## config.mk

```make
export PLATFORM = sky130hd
export DESIGN_NAME = radial_gradient_circle_pattern
export DESIGN_NICKNAME = d
export VERILOG_FILES = /design/src/rtl/rgcp_pkg.sv /design/src/rtl/rgcp_ctrl.sv /design/src/rtl/rgcp_datapath.sv /design/src/rtl/radial_gradient_circle_pattern.sv
export SDC_FILE = /design/constraint.sdc
export NUM_CORES = 2
export LEC_CHECK = 0
export BUFFER_PORTS_ARGS = -buffer_cell sky130_fd_sc_hd__buf_2
export CORE_MARGIN = 5
export CORE_UTILIZATION = 25
export DETAILED_ROUTE_END_ITERATION = 12
export PLACE_DENSITY = 0.49
export SKIP_LAST_GASP = 1
export SLEW_MARGIN = 20
export SYNTH_ARGS = -nofsm -noshare
export SYNTH_HDL_FRONTEND = slang
export SYNTH_SLANG_ARGS = --single-unit
```

## constraint.sdc

```tcl
create_clock -name clk -period 10.8 [get_ports clk]
set_input_delay 1.08 -clock clk [delete_from_list [all_inputs] [get_ports clk]]
set_output_delay 1.08 -clock clk [all_outputs]
set_load 0.03 [all_outputs]
```

## src/rtl/rgcp_pkg.sv

```systemverilog
// Shared types and constants for the radial gradient circle pattern generator.
// Used by rgcp_ctrl, rgcp_datapath and radial_gradient_circle_pattern.
package rgcp_pkg;

  // Configuration port
  localparam int CFG_IDX_W  = 3;
  localparam int CFG_DATA_W = 13;

  localparam logic [CFG_IDX_W-1:0] REG_FRAME_WIDTH   = 3'd0;
  localparam logic [CFG_IDX_W-1:0] REG_FRAME_HEIGHT  = 3'd1;
  localparam logic [CFG_IDX_W-1:0] REG_CENTER_COL    = 3'd2;
  localparam logic [CFG_IDX_W-1:0] REG_CENTER_ROW    = 3'd3;
  localparam logic [CFG_IDX_W-1:0] REG_CIRCLE_RADIUS = 3'd4;

  // Field and counter widths
  localparam int DIM_W   = 13;  // frame_width / frame_height registers
  localparam int POS_W   = 12;  // center registers, output positions
  localparam int RAD_W   = 12;
  localparam int COL_W   = 13;  // column counter
  localparam int ROW_W   = 16;  // row counter wraps at 16 bits
  localparam int SUM_W   = 33;  // dx*dx + dy*dy
  localparam int CHAN_W  = 8;
  localparam int SCALE_W = 18;  // width of the constant multiplier operand
  localparam int NUM_W   = RAD_W + SCALE_W;  // dividend after dropping fraction bits
  localparam int DEN_W   = 22;  // radius * 1000
  localparam int QUO_W   = 8;   // quotient bits, one per divide step

  localparam logic [DIM_W-1:0]   WIDTH_RESET  = 13'd256;
  localparam logic [DIM_W-1:0]   HEIGHT_RESET = 13'd256;
  localparam logic [POS_W-1:0]   CENTER_RESET = 12'd127;
  localparam logic [RAD_W-1:0]   RADIUS_RESET = 12'd60;

  localparam logic [SCALE_W-1:0] GRAD_SCALE = 18'd255999;
  localparam logic [SCALE_W-1:0] DEN_SCALE  = 18'd1000;
  localparam logic [CHAN_W-1:0]  CHAN_FULL  = 8'd255;

  // Operand select of the shared multiplier
  typedef enum logic [2:0] {
    MUL_DX,
    MUL_DY,
    MUL_RAD,
    MUL_DEN,
    MUL_BLUE,
    MUL_GREEN
  } mul_sel_t;

  typedef struct packed {
    logic     step;       // advance counters for an accepted item
    logic     diff;       // form |dx|, |dy| and the frame-end flag
    mul_sel_t mul_sel;
    logic     sum_load;   // sum <= product
    logic     sum_add;    // sum <= sum + product
    logic     cmp;        // in_circle <= sum <= radius^2
    logic     den_load;   // latch denominator, arm the square root
    logic     sqrt_step;
    logic     nb_load;    // blue dividend
    logic     ng_load;    // green dividend, arm the divider
    logic     div_step;
    logic     out_load;
  } rgcp_cmd_t;

  typedef struct packed {
    logic in_circle;
  } rgcp_status_t;

  typedef struct packed {
    logic              frame_end;
    logic [POS_W-1:0]  pixel_row;
    logic [POS_W-1:0]  pixel_col;
    logic [CHAN_W-1:0] blue;
    logic [CHAN_W-1:0] green;
    logic [CHAN_W-1:0] red;
  } rgcp_pixel_t;

endpackage

```

## src/rtl/rgcp_ctrl.sv

```systemverilog
// Sequencer for one pixel: counter step, squares, compare, square root,
// scaling multiplies and divide. Depends on rgcp_pkg.
module rgcp_ctrl #(
  parameter int ROOT_W = 20
) (
  input  logic                  clk,
  input  logic                  rst,
  input  logic                  in_valid,
  output logic                  in_ready,
  input  logic                  out_free,
  input  rgcp_pkg::rgcp_status_t status,
  output rgcp_pkg::rgcp_cmd_t    cmd
);

  localparam int CntW = $clog2(ROOT_W);

  typedef enum logic [3:0] {
    S_IDLE,
    S_DIFF,
    S_SQX,
    S_SQY,
    S_SQR,
    S_CMP,
    S_DEN,
    S_SQRT,
    S_MULB,
    S_MULG,
    S_DIVLD,
    S_DIV,
    S_FIN
  } state_t;

  state_t          state;
  logic [CntW-1:0] cnt;

  always_ff @(posedge clk) begin
    if (rst) begin
      state    <= S_IDLE;
      cnt      <= '0;
      in_ready <= 1'b1;
    end else begin
      case (state)
        S_IDLE: begin
          if (in_valid && in_ready) begin
            state    <= S_DIFF;
            in_ready <= 1'b0;
          end
        end
        S_DIFF: state <= S_SQX;
        S_SQX:  state <= S_SQY;
        S_SQY:  state <= S_SQR;
        S_SQR:  state <= S_CMP;
        S_CMP:  state <= S_DEN;
        S_DEN: begin
          // outside the circle the color is fixed, skip the arithmetic
          if (status.in_circle) begin
            state <= S_SQRT;
            cnt   <= CntW'(ROOT_W - 1);
          end else begin
            state <= S_FIN;
          end
        end
        S_SQRT: begin
          cnt <= cnt - CntW'(1);
          if (cnt == '0) begin
            state <= S_MULB;
          end
        end
        S_MULB: state <= S_MULG;
        S_MULG: state <= S_DIVLD;
        S_DIVLD: begin
          state <= S_DIV;
          cnt   <= CntW'(rgcp_pkg::QUO_W - 1);
        end
        S_DIV: begin
          cnt <= cnt - CntW'(1);
          if (cnt == '0) begin
            state <= S_FIN;
          end
        end
        S_FIN: begin
          // hold the result until the output stage has room
          if (out_free) begin
            state    <= S_IDLE;
            in_ready <= 1'b1;
          end
        end
        default: begin
          state    <= S_IDLE;
          in_ready <= 1'b1;
        end
      endcase
    end
  end

  always_comb begin
    cmd = '0;
    case (state)
      S_IDLE:  cmd.step = in_valid && in_ready;
      S_DIFF:  cmd.diff = 1'b1;
      S_SQX:   cmd.mul_sel = rgcp_pkg::MUL_DX;
      S_SQY: begin
        cmd.mul_sel  = rgcp_pkg::MUL_DY;
        cmd.sum_load = 1'b1;
      end
      S_SQR: begin
        cmd.mul_sel = rgcp_pkg::MUL_RAD;
        cmd.sum_add = 1'b1;
      end
      S_CMP: begin
        cmd.mul_sel = rgcp_pkg::MUL_DEN;
        cmd.cmp     = 1'b1;
      end
      S_DEN:   cmd.den_load = 1'b1;
      S_SQRT:  cmd.sqrt_step = 1'b1;
      S_MULB:  cmd.mul_sel = rgcp_pkg::MUL_BLUE;
      S_MULG: begin
        cmd.mul_sel = rgcp_pkg::MUL_GREEN;
        cmd.nb_load = 1'b1;
      end
      S_DIVLD: cmd.ng_load = 1'b1;
      S_DIV:   cmd.div_step = 1'b1;
      S_FIN:   cmd.out_load = out_free;
      default: cmd = '0;
    endcase
  end

endmodule

```

## src/rtl/rgcp_datapath.sv

```systemverilog
// Datapath: configuration registers, raster counters, shared multiplier,
// restoring square root and two 8-step restoring dividers. Depends on rgcp_pkg.
module rgcp_datapath #(
  parameter int MAX_DIM        = 4096,
  parameter int DIST_FRAC_BITS = 8
) (
  input  logic                                clk,
  input  logic                                rst,
  input  logic                                cfg_we,
  input  logic [rgcp_pkg::CFG_IDX_W-1:0]      cfg_index,
  input  logic [rgcp_pkg::CFG_DATA_W-1:0]     cfg_data,
  input  logic                                restart,
  input  rgcp_pkg::rgcp_cmd_t                 cmd,
  output rgcp_pkg::rgcp_status_t              status,
  output rgcp_pkg::rgcp_pixel_t               pixel
);

  localparam int RootW = rgcp_pkg::RAD_W + DIST_FRAC_BITS;
  localparam int OpW   = 2 * RootW;
  localparam int RemW  = RootW + 2;
  localparam int ProdW = RootW + rgcp_pkg::SCALE_W;
  localparam logic [16:0] MaxDimV = 17'(MAX_DIM);

  // Configuration
  logic [rgcp_pkg::DIM_W-1:0] frame_width;
  logic [rgcp_pkg::DIM_W-1:0] frame_height;
  logic [rgcp_pkg::POS_W-1:0] center_col;
  logic [rgcp_pkg::POS_W-1:0] center_row;
  logic [rgcp_pkg::RAD_W-1:0] circle_radius;

  always_ff @(posedge clk) begin
    if (rst) begin
      frame_width   <= rgcp_pkg::WIDTH_RESET;
      frame_height  <= rgcp_pkg::HEIGHT_RESET;
      center_col    <= rgcp_pkg::CENTER_RESET;
      center_row    <= rgcp_pkg::CENTER_RESET;
      circle_radius <= rgcp_pkg::RADIUS_RESET;
    end else if (cfg_we) begin
      case (cfg_index)
        rgcp_pkg::REG_FRAME_WIDTH:   frame_width   <= cfg_data;
        rgcp_pkg::REG_FRAME_HEIGHT:  frame_height  <= cfg_data;
        rgcp_pkg::REG_CENTER_COL:    center_col    <= cfg_data[rgcp_pkg::POS_W-1:0];
        rgcp_pkg::REG_CENTER_ROW:    center_row    <= cfg_data[rgcp_pkg::POS_W-1:0];
        rgcp_pkg::REG_CIRCLE_RADIUS: circle_radius <= cfg_data[rgcp_pkg::RAD_W-1:0];
        default: ;
      endcase
    end
  end

  // Effective dimensions and radius
  logic [rgcp_pkg::DIM_W-1:0] width_eff, height_eff, width_m1, height_m1;
  logic [rgcp_pkg::RAD_W-1:0] rad;
  logic [RootW-1:0]           rq;

  always_comb begin
    if (frame_width == '0) begin
      width_eff = rgcp_pkg::DIM_W'(1);
    end else if ({4'b0, frame_width} > MaxDimV) begin
      width_eff = rgcp_pkg::DIM_W'(MAX_DIM);
    end else begin
      width_eff = frame_width;
    end
    if (frame_height == '0) begin
      height_eff = rgcp_pkg::DIM_W'(1);
    end else if ({4'b0, frame_height} > MaxDimV) begin
      height_eff = rgcp_pkg::DIM_W'(MAX_DIM);
    end else begin
      height_eff = frame_height;
    end
    width_m1  = width_eff - rgcp_pkg::DIM_W'(1);
    height_m1 = height_eff - rgcp_pkg::DIM_W'(1);
    rad       = (circle_radius == '0) ? rgcp_pkg::RAD_W'(1) : circle_radius;
    rq        = {rad, {DIST_FRAC_BITS{1'b0}}};
  end

  // Raster counters
  logic [rgcp_pkg::COL_W-1:0] col;
  logic [rgcp_pkg::ROW_W-1:0] row;
  logic                       active;
  logic                       last;
  logic [rgcp_pkg::COL_W-1:0] dx;
  logic [rgcp_pkg::ROW_W-1:0] dy;
  logic                       row_end;

  assign row_end = (col >= width_m1);

  always_ff @(posedge clk) begin
    if (rst) begin
      col    <= '0;
      row    <= '0;
      active <= 1'b0;
    end else if (cmd.step) begin
      if (restart || !active) begin
        col    <= '0;
        row    <= rgcp_pkg::ROW_W'(height_m1);
        active <= 1'b1;
      end else if (row_end) begin
        col <= '0;
        row <= row - rgcp_pkg::ROW_W'(1);
      end else begin
        col <= col + rgcp_pkg::COL_W'(1);
      end
    end else if (cmd.diff && row_end && (row == '0)) begin
      // frame done: the next item starts a new one
      active <= 1'b0;
    end
  end

  always_ff @(posedge clk) begin
    if (cmd.diff) begin
      dx   <= (col >= {1'b0, center_col}) ? col - {1'b0, center_col}
                                          : {1'b0, center_col} - col;
      dy   <= (row >= {4'b0, center_row}) ? row - {4'b0, center_row}
                                          : {4'b0, center_row} - row;
      last <= row_end && (row == '0);
    end
  end

  // Shared multiplier, product registered
  logic [RootW-1:0]                 mul_a;
  logic [rgcp_pkg::SCALE_W-1:0]     mul_b;
  logic [ProdW-1:0]                 prod;
  logic [RootW-1:0]                 root;
  logic [RootW-1:0]                 dq;

  assign dq = (root > rq) ? rq : root;

  always_comb begin
    case (cmd.mul_sel)
      rgcp_pkg::MUL_DX: begin
        mul_a = RootW'(dx);
        mul_b = rgcp_pkg::SCALE_W'(dx);
      end
      rgcp_pkg::MUL_DY: begin
        mul_a = RootW'(dy);
        mul_b = rgcp_pkg::SCALE_W'(dy);
      end
      rgcp_pkg::MUL_RAD: begin
        mul_a = RootW'(rad);
        mul_b = rgcp_pkg::SCALE_W'(rad);
      end
      rgcp_pkg::MUL_DEN: begin
        mul_a = RootW'(rad);
        mul_b = rgcp_pkg::DEN_SCALE;
      end
      rgcp_pkg::MUL_BLUE: begin
        mul_a = dq;
        mul_b = rgcp_pkg::GRAD_SCALE;
      end
      rgcp_pkg::MUL_GREEN: begin
        mul_a = rq - dq;
        mul_b = rgcp_pkg::GRAD_SCALE;
      end
      default: begin
        mul_a = '0;
        mul_b = '0;
      end
    endcase
  end

  always_ff @(posedge clk) begin
    prod <= ProdW'(mul_a) * ProdW'(mul_b);
  end

  // Squared distance and circle test
  logic [rgcp_pkg::SUM_W-1:0] sum;
  logic                       in_circle;

  always_ff @(posedge clk) begin
    if (cmd.sum_load) begin
      sum <= prod[rgcp_pkg::SUM_W-1:0];
    end else if (cmd.sum_add) begin
      sum <= sum + prod[rgcp_pkg::SUM_W-1:0];
    end
  end

  always_ff @(posedge clk) begin
    if (rst) begin
      in_circle <= 1'b0;
    end else if (cmd.cmp) begin
      in_circle <= (sum <= prod[rgcp_pkg::SUM_W-1:0]);
    end
  end

  assign status.in_circle = in_circle;

  // Restoring square root, one root bit per step
  logic [rgcp_pkg::DEN_W-1:0] den;
  logic [OpW-1:0]             sq_op;
  logic [RemW-1:0]            rem;
  logic [RemW-1:0]            rem_sh;
  logic [RemW-1:0]            trial;

  assign rem_sh = {rem[RootW-1:0], sq_op[OpW-1 -: 2]};
  assign trial  = {root, 2'b01};

  always_ff @(posedge clk) begin
    if (cmd.den_load) begin
      den   <= prod[rgcp_pkg::DEN_W-1:0];
      // inside the circle the sum fits in twice the radius width
      sq_op <= {sum[2*rgcp_pkg::RAD_W-1:0], {(2*DIST_FRAC_BITS){1'b0}}};
      rem   <= '0;
      root  <= '0;
    end else if (cmd.sqrt_step) begin
      sq_op <= sq_op << 2;
      if (rem_sh >= trial) begin
        rem  <= rem_sh - trial;
        root <= {root[RootW-2:0], 1'b1};
      end else begin
        rem  <= rem_sh;
        root <= {root[RootW-2:0], 1'b0};
      end
    end
  end

  // Two restoring dividers sharing one shifted divisor
  logic [rgcp_pkg::NUM_W-1:0]  nb, ng, dsh;
  logic [rgcp_pkg::CHAN_W-1:0] qb, qg;

  always_ff @(posedge clk) begin
    if (cmd.nb_load) begin
      nb <= prod[ProdW-1:DIST_FRAC_BITS];
    end else if (cmd.div_step && (nb >= dsh)) begin
      nb <= nb - dsh;
    end
    if (cmd.ng_load) begin
      ng  <= prod[ProdW-1:DIST_FRAC_BITS];
      dsh <= rgcp_pkg::NUM_W'(den) << (rgcp_pkg::QUO_W - 1);
      qb  <= '0;
      qg  <= '0;
    end else if (cmd.div_step) begin
      dsh <= dsh >> 1;
      qb  <= {qb[rgcp_pkg::CHAN_W-2:0], (nb >= dsh)};
      qg  <= {qg[rgcp_pkg::CHAN_W-2:0], (ng >= dsh)};
      if (ng >= dsh) begin
        ng <= ng - dsh;
      end
    end
  end

  always_comb begin
    pixel.frame_end = last;
    pixel.pixel_row = row[rgcp_pkg::POS_W-1:0];
    pixel.pixel_col = col[rgcp_pkg::POS_W-1:0];
    pixel.red       = in_circle ? '0 : rgcp_pkg::CHAN_FULL;
    pixel.green     = in_circle ? qg : '0;
    pixel.blue      = in_circle ? qb : '0;
  end

endmodule

```

## src/rtl/radial_gradient_circle_pattern.sv

```systemverilog
// Top level of the radial gradient circle test-pattern generator.
// Instantiates rgcp_ctrl and rgcp_datapath and holds the output register; uses rgcp_pkg.
//
//   channel   direction  handshake                      payload
//   s_axis    in         s_axis_tvalid / s_axis_tready  tdata[0] restart
//   m_axis    out        m_axis_tvalid / m_axis_tready  tdata red,green,blue,col,row; tlast
//   cfg       in         cfg_we                         cfg_index, cfg_data
//
// One item at a time. A pixel outside the circle skips the square root, the scaling
// multiplies and the divide and goes straight on to the output stage; one inside runs
// the restoring square root (12 + DIST_FRAC_BITS steps) and the 8-step divider.
// The next item is accepted while a finished pixel waits in the output register; a
// second finished pixel holds in the sequencer until that one drains, stalling the input.
// rst is synchronous and restores the register defaults; there is no clearing pass.
module radial_gradient_circle_pattern #(
  parameter int MAX_DIM        = 4096,
  parameter int DIST_FRAC_BITS = 8
) (
  input  logic                             clk,
  input  logic                             rst,
  input  logic                             s_axis_tvalid,
  output logic                             s_axis_tready,
  input  logic [7:0]                       s_axis_tdata,   // [0] restart
  output logic                             m_axis_tvalid,
  input  logic                             m_axis_tready,
  // [7:0] red, [15:8] green, [23:16] blue, [35:24] pixel_col, [47:36] pixel_row
  output logic [47:0]                      m_axis_tdata,
  output logic                             m_axis_tlast,   // frame_end
  input  logic                             cfg_we,
  input  logic [rgcp_pkg::CFG_IDX_W-1:0]   cfg_index,
  input  logic [rgcp_pkg::CFG_DATA_W-1:0]  cfg_data
);

  localparam int RootW = rgcp_pkg::RAD_W + DIST_FRAC_BITS;

  rgcp_pkg::rgcp_cmd_t    cmd;
  rgcp_pkg::rgcp_status_t status;
  rgcp_pkg::rgcp_pixel_t  pixel;
  logic                   out_free;

  assign out_free = !m_axis_tvalid || m_axis_tready;

  rgcp_ctrl #(
    .ROOT_W (RootW)
  ) u_ctrl (
    .clk      (clk),
    .rst      (rst),
    .in_valid (s_axis_tvalid),
    .in_ready (s_axis_tready),
    .out_free (out_free),
    .status   (status),
    .cmd      (cmd)
  );

  rgcp_datapath #(
    .MAX_DIM        (MAX_DIM),
    .DIST_FRAC_BITS (DIST_FRAC_BITS)
  ) u_datapath (
    .clk       (clk),
    .rst       (rst),
    .cfg_we    (cfg_we),
    .cfg_index (cfg_index),
    .cfg_data  (cfg_data),
    .restart   (s_axis_tdata[0]),
    .cmd       (cmd),
    .status    (status),
    .pixel     (pixel)
  );

  // Output register
  always_ff @(posedge clk) begin
    if (rst) begin
      m_axis_tvalid <= 1'b0;
    end else if (cmd.out_load) begin
      m_axis_tvalid <= 1'b1;
    end else if (m_axis_tready) begin
      m_axis_tvalid <= 1'b0;
    end
  end

  always_ff @(posedge clk) begin
    if (cmd.out_load) begin
      m_axis_tdata <= {pixel.pixel_row, pixel.pixel_col, pixel.blue, pixel.green, pixel.red};
      m_axis_tlast <= pixel.frame_end;
    end
  end

`ifndef SYNTH
  // one item in flight: an accept is never followed directly by another
  a_one_in_flight: assert property (@(posedge clk) disable iff (rst)
    s_axis_tvalid && s_axis_tready |=> !s_axis_tready)
    else $error("input accepted while an item is in flight");

  // red is all or nothing
  a_red_levels: assert property (@(posedge clk) disable iff (rst)
    m_axis_tvalid |-> (m_axis_tdata[7:0] == 8'd0) || (m_axis_tdata[7:0] == 8'd255))
    else $error("red channel not 0 or 255");

  // outside pixels carry no gradient
  a_outside_pure: assert property (@(posedge clk) disable iff (rst)
    m_axis_tvalid && (m_axis_tdata[7:0] == 8'd255) |-> (m_axis_tdata[23:8] == 16'd0))
    else $error("outside pixel has green or blue");

  // inside pixels: green and blue split the full scale
  a_inside_sum: assert property (@(posedge clk) disable iff (rst)
    m_axis_tvalid && (m_axis_tdata[7:0] == 8'd0) |->
      (({1'b0, m_axis_tdata[15:8]} + {1'b0, m_axis_tdata[23:16]}) == 9'd255) ||
      (({1'b0, m_axis_tdata[15:8]} + {1'b0, m_axis_tdata[23:16]}) == 9'd254))
    else $error("green plus blue off the gradient");

  // the frame ends on the bottom row
  a_last_row: assert property (@(posedge clk) disable iff (rst)
    m_axis_tvalid && m_axis_tlast |-> (m_axis_tdata[47:36] == 12'd0))
    else $error("frame end off row zero");
`endif

endmodule

```

==> run summary <==
H-tree depth -> 2
Drt total wl -> 113 mm
PortBufs -> 72
# setup viols final -> 0
Setup crit end kind -> flop
FF+latch count, synth -> 438
P&R area growth vs syn -> 12.4%
Site row count -> 145
Post-synth EDFFs -> 233
Vias per inst -> 4.70
Post-synthesis sequential area ratio -> 28.4%
Setup CP Type -> flop to flop
Final hold vios -> 0
Clock Power Share -> 14.9%
Peak VDD IR -> 459 uV
Critical Path RT -> 11.30 ns
Critical Path Slowest Stage Cell -> or4_1
Initial antenna violation count -> 1
Combinational power share -> 65.4%
Iteration count of the initial detailed-routing pass -> 5
Via count -> 30.8k
Worst slew pin tran -> 1.10 ns
CTS Buf Count -> 48
GRT overflow -> 0
Clk slew on worst S/H paths -> 0.06 ns
Worst Reg-to-Reg Cells -> 38
Post-Syn Area -> 0.0390 mm2
Global-route wire length before repair -> 179 mm
RePlAce Congestion -> 0.869
Post-route clock period utilization -> 95.1%
Share of post-route cells with drive strength above 1 -> 7.97%
Critical path data arrival time -> 10.78 ns
Critical path's largest stage delay -> 0.59 ns
HP Class -> flop to flop
Post-cts hold buffer count -> 0
Max Slew Vio Count -> 0
Rel. slew slack -> 26.0%
Synth cell types -> 91
TritonCTS clock tree -> built
CTS Root Cell -> clkbuf_16
Layout net count -> 5127
Antenna cell count -> 0
RSZ-0062 raised after global routing -> no
Hold WS -> 0.468 ns
Die height -> 405 um
Min-Delay Endpoint -> u_datapath.qg[7]
Clock Latency Late Sink -> 0.62 ns
Multi-input gate area -> 0.0250 mm2
Worst setup SP type -> flop
Iter 0 DRT Violations -> 2293
Mapped Cells -> 4387
Post-route DRC -> 0
Final ANT Viol Nets -> 0
WHS Path Cells -> 1
Int Pwr -> 6.24 mW
Total Power -> 11.3 mW
Pwr Density -> 258 mW/mm2
Sequential share of power -> 19.8%
Tmin final -> 10.28 ns
GR Util All Layers -> 13.7%
Largest net degree at the start of global routing -> 58
Routed wire per std cell -> 17.3 um
Fillcell total -> 16.6k
FF-to-FF End -> u_datapath.prod[36]
Status -> complete, no violations
FF-to-FF Start -> u_datapath.circle_radius[11]
Crit-path max FO -> 12
CTS max path bufs -> 3
Yosys warnings -> 0
Global Route met2 Usage -> 22.9%
Sequential cell area -> 0.0111 mm2
Post-route setup TNS -> 0 ns
FF-to-FF setup slack -> 0.52 ns
Cell mode on critical path -> fa_1
Net Sw Power -> 5.10 mW
Switching Fraction -> 45.0%
Leading register cell type out of synthesis -> edfxtp_1
Max-cap violations -> 0
Die footprint -> 0.164 mm2
Met1 GRT Util -> 18.9%
Layer with the highest usage -> met2
Clock Skew -> 0.0395 ns
Ys async rst share -> 0%
Met3 usage in global routing -> 1.39%
Initial core utilization -> 25.1%
CORE AREA -> 0.156 mm2
TritonCTS Sinks -> 438
Max Fclk -> 0.0973 GHz
Die W -> 405 um
HP Start -> u_datapath.qg[7]
Syn Area/Cell -> 8.90 um2
LEAKAGE -> 19.6 nW
IO Count -> 80
Vias in the first global route -> 31.2k
Hpwl dp -> 88.2 mm
[state kept, by name (all words and copies together), names as in the netlist, 16 cells and up]
register / cells
m_axis_tdata: 41
u_datapath.prod: 38
u_datapath.sum: 33
u_datapath.nb: 30
u_datapath.ng: 30
u_datapath.dsh: 29
u_datapath.sq_op: 24
u_datapath.den: 22
u_datapath.rem: 20
u_datapath.root: 20
u_datapath.dy: 16
u_datapath.row: 16
[power groups by stage]
stage	clock [mW]	sequential, mW	combinational (mW)
2_1_floorplan	0	2.17	5.55
3_3_place_gp	0	2.28	7.42
3_5_place_dp	0	2.28	7.46
4_1_cts	1.74	2.24	7.51
5_1_grt	1.81	2.26	8.52
6_report	1.69	2.24	7.41
[cell families after synthesis]
group,Yosys count,share of synthesized area [%]
flip-flops,438,28.4
AO/OA/AOI/OAI,1037,17.1
other,2,0.0192
multiplexers,68,1.83
buffers and inverters,797,7.88
XOR/XNOR,170,3.81
AND/OR/NAND/NOR,1231,14.6
adder cells (fa/ha/maj),644,26.3
[layer usage]
metal,up-vias,routed length (um)
li1,15000,-
met3,152,3760
met2,529,52100
met4,2,3020
met5,-,7
met1,15100,54400
[cell usage in the layout, fill, tap and decap left out, drive strengths merged, types with 24 or more instances in the layout]
master,count
o21ai,227
o22ai,33
nor2b,53
buf,191
a211oi,46
nand2,422
fa,294
and2,33
nor2,358
inv,615
mux2,26
a211o,24
o21bai,30
edfxtp,233
dfxtp,205
mux2i,42
nand4,38
a21oi,320
xnor2,119
and3,26
a31oi,30
clkbuf,65
o21a,38
nand2b,52
nor3,79
or3,26
nor4,28
ha,350
xor2,51
a22o,30
o211ai,31
nand3,52
a21o,102
[how the worst max path moves through the flow]
stage          cells past startpoint                          from                   to
2_1_floorplan                     41  u_datapath.circle_radius[11]  u_datapath.prod[36]
3_3_place_gp                      36   u_datapath.circle_radius[5]  u_datapath.prod[36]
3_5_place_dp                      37   u_datapath.circle_radius[5]  u_datapath.prod[36]
4_1_cts                           37   u_datapath.circle_radius[5]  u_datapath.prod[36]
5_1_grt                           38  u_datapath.circle_radius[11]  u_datapath.prod[36]
6_report                          38  u_datapath.circle_radius[11]  u_datapath.prod[36]
[cell type report]
type | count | share of cell area, %
multi-input cells | 3158 | 57.0
flip-flops and latches | 438 | 25.3
well taps | 2058 | 5.87
inverters | 617 | 5.28
clock buffers | 65 | 3.14
repair buffers | 191 | 2.91
clock inverters | 25 | 0.533
[synth_stat cells, types with 27 or more instances]
library cell	instances	area [um2]
o21ai_0	224	1120
a22o_1	30	263
nand4_1	38	238
edfxtp_1	233	7000
o21bai_1	30	225
inv_1	612	2300
clkbuf_1	142	533
nor2b_1	53	332
nor3_1	79	395
nand2b_1	52	325
dfxtp_1	205	4100
nand3_1	52	260
a21oi_1	316	1580
o21a_1	38	285
xnor2_1	119	1040
fa_1	294	5890
o22ai_1	33	206
nor2_1	357	1340
ha_1	350	4380
a21o_1	102	766
a211oi_1	42	315
nor4_1	27	169
nand2_1	422	1580
and2_1	33	206
xor2_1	51	447
a31oi_1	29	181
o211ai_1	31	233
mux2i_1	42	420
[worst max-delay path, delay by kind of cell (launching register included)]
kind / cells / cell delay, ns
AOI/OAI and AO/OA: 14 / 3.15
xor gates and xnor gates: 2 / 0.34
adders and majority gates: 9 / 4.06
buffers and inverters: 8 / 0.83
DFF: 1 / 0.36
muxes: 1 / 0.32
and+or+nand+nor: 4 / 1.10
[stage by stage]
stage               instance area (um2)  util [%]  instances  setup slack, ns
floorplan                         39100         -       4393            0.854
global placement                  42200      27.1       6461            0.398
detailed placement                42200      27.1       6461            0.250
CTS                               43800      28.2       6551            0.277
global route                      43900      28.2       6552           0.0160
finish                            43900      28.2       6552            0.525
[timing repair]
| item | in CTS | in global routing |
|---|---|---|
| buffers inserted | 0 | 1 |
| endpoints found under the setup margin | 0 | 4 |
| resized for setup | 0 | 8 |
Power figures use the tool's default switching activity.
